`src/hdl/pst_pkg.sv`:
```
// Shared types and codes of the persistent segment tree block.
`timescale 1ns / 1ps
`default_nettype none
package pst_pkg;

    // Operation codes carried in the func field
    localparam logic [1:0] FN_MODIFY = 2'd0;
    localparam logic [1:0] FN_KTH    = 2'd1;
    localparam logic [1:0] FN_RANGE  = 2'd2;
    localparam logic [1:0] FN_NOP    = 2'd3;

    // Result status codes
    localparam logic [1:0] ST_OK     = 2'd0;
    localparam logic [1:0] ST_FULL   = 2'd1;
    localparam logic [1:0] ST_NO_VER = 2'd2;

    typedef struct packed {
        logic [1:0]  func;
        logic [11:0] base_version;
        logic [11:0] top_version;
        logic [15:0] position;
        logic [31:0] delta;
        logic [31:0] rank;
        logic [15:0] range_low;
        logic [15:0] range_high;
    } in_t;

    typedef struct packed {
        logic [11:0] new_version;
        logic [47:0] answer;
        logic [1:0]  status;
    } out_t;

    // Datapath commands issued by the controller, one per cycle
    typedef enum logic [3:0] {
        CMD_NOP,
        CMD_LOAD,
        CMD_CHECK,
        CMD_MOD_READ,
        CMD_MOD_WRITE,
        CMD_WALK_NODE,
        CMD_WALK_LEFT,
        CMD_WALK_STEP,
        CMD_LEAF_READ,
        CMD_LEAF_ADD,
        CMD_RESTART,
        CMD_FINISH
    } cmd_t;

    // Datapath status seen by the controller
    typedef struct packed {
        logic go_modify;
        logic go_walk;
        logic mod_last;
        logic walk_last;
        logic is_range;
        logic need_second;
    } dp_stat_t;

endpackage
`default_nettype wire

```
`src/hdl/pst_ctrl.sv`:
```
// Controller of the persistent segment tree: sequences one operation and owns the handshakes.
`timescale 1ns / 1ps
`default_nettype none
module pst_ctrl
    import pst_pkg::*;
(
    input  wire logic     aclk,
    input  wire logic     aresetn,
    input  wire logic     s_valid,
    output logic          s_ready,
    output logic          m_valid,
    input  wire logic     m_ready,
    input  wire dp_stat_t stat,
    output cmd_t          cmd
);
    typedef enum logic [9:0] {
        S_IDLE      = 10'b0000000001,
        S_CHECK     = 10'b0000000010,
        S_MOD_READ  = 10'b0000000100,
        S_MOD_WRITE = 10'b0000001000,
        S_WALK_NODE = 10'b0000010000,
        S_WALK_LEFT = 10'b0000100000,
        S_WALK_STEP = 10'b0001000000,
        S_LEAF_READ = 10'b0010000000,
        S_LEAF_ADD  = 10'b0100000000,
        S_FINISH    = 10'b1000000000
    } state_t;

    state_t state_reg, state_next;
    logic   m_valid_reg, m_valid_next;
    logic   slot_free;

    assign s_ready   = (state_reg == S_IDLE);
    assign m_valid   = m_valid_reg;
    assign slot_free = !m_valid_reg || m_ready;

    // Next state and command
    always_comb begin
        state_next   = state_reg;
        cmd          = CMD_NOP;
        m_valid_next = m_valid_reg && !m_ready;
        unique case (state_reg)
            S_IDLE: begin
                if (s_valid) begin
                    cmd        = CMD_LOAD;
                    state_next = S_CHECK;
                end
            end
            S_CHECK: begin
                cmd = CMD_CHECK;
                if (stat.go_modify) begin
                    state_next = S_MOD_READ;
                end else if (stat.go_walk) begin
                    state_next = S_WALK_NODE;
                end else begin
                    state_next = S_FINISH;
                end
            end
            S_MOD_READ: begin
                cmd        = CMD_MOD_READ;
                state_next = S_MOD_WRITE;
            end
            S_MOD_WRITE: begin
                cmd        = CMD_MOD_WRITE;
                state_next = stat.mod_last ? S_FINISH : S_MOD_READ;
            end
            S_WALK_NODE: begin
                cmd        = CMD_WALK_NODE;
                state_next = S_WALK_LEFT;
            end
            S_WALK_LEFT: begin
                cmd        = CMD_WALK_LEFT;
                state_next = S_WALK_STEP;
            end
            S_WALK_STEP: begin
                cmd = CMD_WALK_STEP;
                if (!stat.walk_last) begin
                    state_next = S_WALK_NODE;
                end else if (stat.is_range) begin
                    state_next = S_LEAF_READ;
                end else begin
                    state_next = S_FINISH;
                end
            end
            S_LEAF_READ: begin
                cmd        = CMD_LEAF_READ;
                state_next = S_LEAF_ADD;
            end
            S_LEAF_ADD: begin
                cmd = CMD_LEAF_ADD;
                if (stat.need_second) begin
                    state_next = S_WALK_NODE;
                end else begin
                    state_next = S_FINISH;
                end
            end
            S_FINISH: begin
                if (slot_free) begin
                    cmd          = CMD_FINISH;
                    m_valid_next = 1'b1;
                    state_next   = S_IDLE;
                end
            end
            default: begin
                state_next = S_IDLE;
            end
        endcase
    end

    always_ff @(posedge aclk) begin
        if (!aresetn) begin
            state_reg   <= S_IDLE;
            m_valid_reg <= 1'b0;
        end else begin
            state_reg   <= state_next;
            m_valid_reg <= m_valid_next;
        end
    end

endmodule
`default_nettype wire

```
`config.mk`:
```
export PLATFORM = sky130hd
export DESIGN_NAME = pst_ctrl
export DESIGN_NICKNAME = d
export VERILOG_FILES = /design/src/hdl/pst_pkg.sv /design/src/hdl/pst_ctrl.sv
export SDC_FILE = /design/constraint.sdc
export NUM_CORES = 1
export LEC_CHECK = 0
export CORE_AREA = 2 2 39 41
export CTS_CLUSTER_SIZE = 20
export DETAILED_ROUTE_END_ITERATION = 7
export DIE_AREA = 0 0 41 43
export DONT_BUFFER_PORTS = 1
export MAX_ROUTING_LAYER = met4
export PLACE_DENSITY = 0.65
export SLEW_MARGIN = 30
export SYNTH_ARGS = -nofsm -noshare
export SYNTH_HDL_FRONTEND = slang
export SYNTH_SLANG_ARGS = --single-unit
```
`constraint.sdc`:
```
create_clock -name aclk -period 1.6 [get_ports aclk]
set_input_delay 0.32 -clock aclk [delete_from_list [all_inputs] [get_ports aclk]]
set_output_delay 0.32 -clock aclk [all_outputs]
set_load 0.01 [all_outputs]
```
# Word-level counts from Yosys, hierarchy flattened

Index checks and enable logic that the tools add are counted.

Flip-flop bits (word level): 11
Bits of input ports: 10
Output and inout bits: 6
Word-level logic and storage cells: 33

Eq/ne operators: 12
Mux-type cells: 14
Reduce and logical (&&, ||, !) cells: 5

Operators by type and width:

| kind                 | count |
|---|---|
| $pmux 10 s10         | 1 |
| $mux 10              | 8 |
| $pmux 4 s10          | 1 |
| $eq 10x1->1 const B  | 1 |
| $eq 10x10->1 const B | 1 |
| $eq 10x2->1 const B  | 1 |
| $eq 10x3->1 const B  | 1 |
| $eq 10x4->1 const B  | 1 |
| $eq 10x5->1 const B  | 1 |
| $eq 10x6->1 const B  | 1 |
| $eq 10x7->1 const B  | 1 |
| $eq 10x8->1 const B  | 1 |
| $eq 10x9->1 const B  | 1 |
| $mux 4               | 1 |
| $ne 2x2->1 const B   | 2 |
| $mux 1               | 3 |
| $logic_not 1->1      | 2 |
| $reduce_and 2->1     | 1 |
| $logic_and 1x1->1    | 1 |
| $logic_or 1x1->1     | 1 |

# Depth between registers and ports, before layout

Word-level depth: 4
Gate-level depth with buffers: 4
Depth with buffers taken out: 4

# Worst setup path before layout

Ideal clock, no wire load.

Path type: reg2out
Start: reg state_reg[4]
End: out cmd[0]
Arrival: 1.318 ns
Data required time: 1.280 ns
Path slack: -0.038 ns
Stages on the path, launching flop included: 5
Path buffers: 0
Path through: dfxtp_1 nor4_4 and3_2 a32oi_1 nand3_1

Cells in the longest elaborated chain, start to end: 2
Elaborated cells on any way between the ends: 11
Those cells by class: eq/ne (10); mux (1)

RTL lines:

| element                | line            | RTL |
|---|---|---|
| from (decl)            | pst_ctrl.sv:29  | `state_t state_reg, state_next;` |
| from (signal assigned) | pst_ctrl.sv:115 | `state_reg <= state_next;` |
| $eq 10x1->1            | --              |  |
| via s_ready            | pst_ctrl.sv:10  | `output logic s_ready,` |
| $pmux 4 s10            | pst_ctrl.sv:42  | `unique case (state_reg)` |
| to (decl)              | pst_ctrl.sv:14  | `output cmd_t cmd` |

The timed path passes the listed nets, and every way through them passes these cells.

# Final worst setup path

Start: reg state_reg[2]
End: out cmd[3]

Cells in the longest elaborated chain, start to end: 2
Elaborated cells on any way between the ends: 11
Those cells by class: eq/ne (10); mux (1)

RTL lines:

| element                              | line |
|---|---|
| $eq 10x10->1 (tied with other cells) | pst_ctrl.sv:42 |
| $pmux 4 s10 *                        | pst_ctrl.sv:42 |

Every way passes the cells marked *; elsewhere a longest branch is shown, timed or not.

==> results.py <==
metrics = {
    "outcome": {
        "status": "finished, violations left",
        "violations": "negative setup slack",
    },
    "layout": {
        "nets": 119,
        "nFillCells": 110,
        "syn2layout_area_growth_pct": 49.9,
        "layout-drive-gt1-share_pct": 50.0,
        "stdcell_count": 124,
        "largest_reg_flops": 10,
        "num_antenna_cells": 0,
    },
    "die": {
        "ios": 16,
        "core_area_um2": 1380,
        "floorplan.initialDensity_pct": 48.4,
        "die_area_um2": 1760,
        "placementRows": 14,
        "die_w_um": 41,
        "die_h_um": 43,
    },
    "synthesis": {
        "synth-edff-count": 0,
        "synthTopCellsByArea": "dfxtp_1 (33%), nor2_1 (6.7%), nor4_4 (6.4%)",
        "synth.most_common_cell": "nor2_1",
        "ys_seq_area_share_pct": 32.9,
        "synthTopCellsByCount": "nor2_1 (12), dfxtp_1 (11), nand3_1 (6)",
        "synth_top_cell_by_area": "dfxtp_1",
        "yosys.cell_types.count": 31,
        "ys_warn_count": 0,
        "ys.flop_type": "dfxtp_1",
        "synth-seq-cells": 11,
        "synth_top_cell_area_share_pct": 32.9,
        "syn_area_um2": 669,
        "synthCells": 80,
        "syn-num-nets": 90,
        "post_synth.cell_area_avg_um2": 8.37,
        "async_flop_share_pct": 0,
    },
    "global_route": {
        "grt_antenna_before_repair": 0,
        "grt_pass1_wl_um": 3110,
        "grt_pass1_vias": 742,
        "globalRoute.totalOverflow": 0,
        "grtUsageTotal_pct": 27.0,
        "grt_max_degree": 8,
    },
    "sta": {
        "setup_viol": 6,
        "tightest_slew_ns": 0.301,
        "skew_ns": 0.00251,
        "slew_violations": 0,
        "holdWs_ns": 0.160,
        "worst_slack_ns": -0.289,
        "final.min_clock_period_ns": 1.89,
        "hold_viol_final": 0,
        "rsz0062_at_grt": "true",
        "slew_headroom_pct": 79.8,
        "max_freq_mhz": 530,
        "finalCritPeriodShare_pct": 118,
    },
    "pwr": {
        "p_comb_share_pct": 19.4,
        "clockPowerShare_pct": 33.2,
        "switching_share_pct": 28.2,
        "pwr-share-seq_pct": 47.4,
        "power.total_w": 0.000592,
        "power.density_nw_per_um2": 590,
        "p_sw_w": 0.000167,
        "p_leak_nw": 0.419,
        "peakVddDrop_mv": 0.473,
        "p_int_w": 0.000425,
    },
    "setup_path": {
        "crit_path_end_kind": "output pin",
        "cp.arrival_ns": 1.57,
        "worstPathMaxFanout": 5,
        "cp-start-kind": "flip-flop",
        "worst-setup-path-type": "reg2out",
        "worstPathRequired_ns": 1.28,
    },
    "route": {
        "firstDrtPassIters": 4,
        "vias": 746,
        "wirelength_um": 1980,
        "vias_per_cell": 6.02,
        "wire_per_inst_um": 16.0,
        "drt-initial-drc-count": 17,
        "ant_nets": 0,
        "drc": 0,
    },
    "clocking": {
        "cts_tree": "built",
        "cts_hold_buf": 0,
        "cts_buffer_depth": 2,
        "cts_htree_levels": 1,
        "path_clk_slew_ns": 0.07,
        "cts-root-buf": "clkbuf_4",
        "clock_sinks": 11,
        "clk_latency_ns": 0.28,
        "cts_buffers": 3,
    },
    "placed_design": {
        "gp_congestion": 0.914,
        "dp_cells": 114,
        "pre_cts_ws_ns": -0.0209,
        "port_buffers": 0,
        "hpwlAfterDp_um": 1390,
    },
    "min_path": {
        "hold_path.class": "in2reg",
    },
    "job": {
        "cap_violations": 0,
    },
}
-- worst paths after layout --
kind	slack, ns	end	cells after the start	startpoint
min	0.16	state_reg[7]$_SDFFE_PN0P_	2	stat[2]
min reg2reg	0.66	m_valid$_SDFF_PN0_	2	m_valid$_SDFF_PN0_
max	-0.29	cmd[3]	5	state_reg[2]$_SDFFE_PN0P_
max reg2reg	0	state_reg[2]$_SDFFE_PN0P_	4	state_reg[2]$_SDFFE_PN0P_
-- power by group through the flow --
stage                     clock, W  combinational, W  sequential, W
after floorplan                  0         0.0000623       0.000289
after global placement           0         0.0000957       0.000289
after detailed placement         0         0.0000954       0.000289
after CTS                 0.000201          0.000108       0.000281
after global routing      0.000219          0.000125       0.000282
final                     0.000197          0.000115       0.000281
-- what timing repair did --
action / in CTS / in global routing
endpoints found under the setup margin: 6 / 11
pin swaps: 2 / 5
setup buffers: 2 / 4
gates resized for setup: 12 / 10
-- critical path: stages, from the launching register on --
cell and delay, ns:
dfxtp_2 0.36, nor4_4 0.36, buf_4 0.20, nand4_1 0.12, o21ai_1 0.12, buf_4 0.14
-- placed cells by master, fill, tap and decap left out, types with 2 or more instances in the layout --
master,synthesis,routed
nand3b_1,3,3
dfxtp_1,11,5
nor4_4,2,2
a21oi_1,4,4
buf_6,0,2
nand2b_1,3,2
inv_1,4,4
o21ai_0,3,2
nor2_1,12,11
nand3_1,6,3
and3_4,0,2
nand4_1,3,3
nor4b_2,0,2
nand3_2,0,3
dfxtp_2,0,4
dfxtp_4,0,2
nor2b_1,4,4
buf_4,0,22
clkbuf_4,0,3
nand2_1,2,2
-- cell type report --
class	instances	area (um^2)	share of cell area, %
multi-input combinational	65	520	51.9
sequential	11	233	23.2
timing repair buffer	24	188	18.7
clock buffer	3	22.5	2.24
tap	16	20.0	2.00
inverter	4	15.0	1.50
clock inverter	1	5.00	0.499
-- through the flow --
| step | utilization (%) | TNS (ns) | area (um^2) |
|---|---|---|---|
| 2_1_floorplan | - | -0.000978 | 682 |
| 3_3_place_gp | 60.5 | -0.000150 | 837 |
| 3_5_place_dp | 60.5 | -0.0564 | 837 |
| 4_1_cts | 67.2 | -1.33 | 930 |
| 5_1_grt | 72.5 | -1.66 | 1000 |
| 6_report | 72.5 | -1.27 | 1000 |
-- routing by layer --
metal,GRT usage [%],vias up,part of all wire (%)
met5,-,-,0
met4,8.67,0,2.6
met3,9.42,8,6.1
met2,39.4,41,49
met1,33.9,341,42
li1,-,356,-
-- cell families (layout without fill, tap and decap cells) --
| family | count (synthesis) | after routing | synth area share, % |
|---|---|---|---|
| compound gates | 18 | 18 | 19.1 |
| xor+xnor | 1 | 1 | 1.31 |
| buf+inv | 4 | 32 | 2.24 |
| flops | 11 | 11 | 32.9 |
| simple gates | 46 | 46 | 44.5 |
Power figures use the tool's default switching activity.
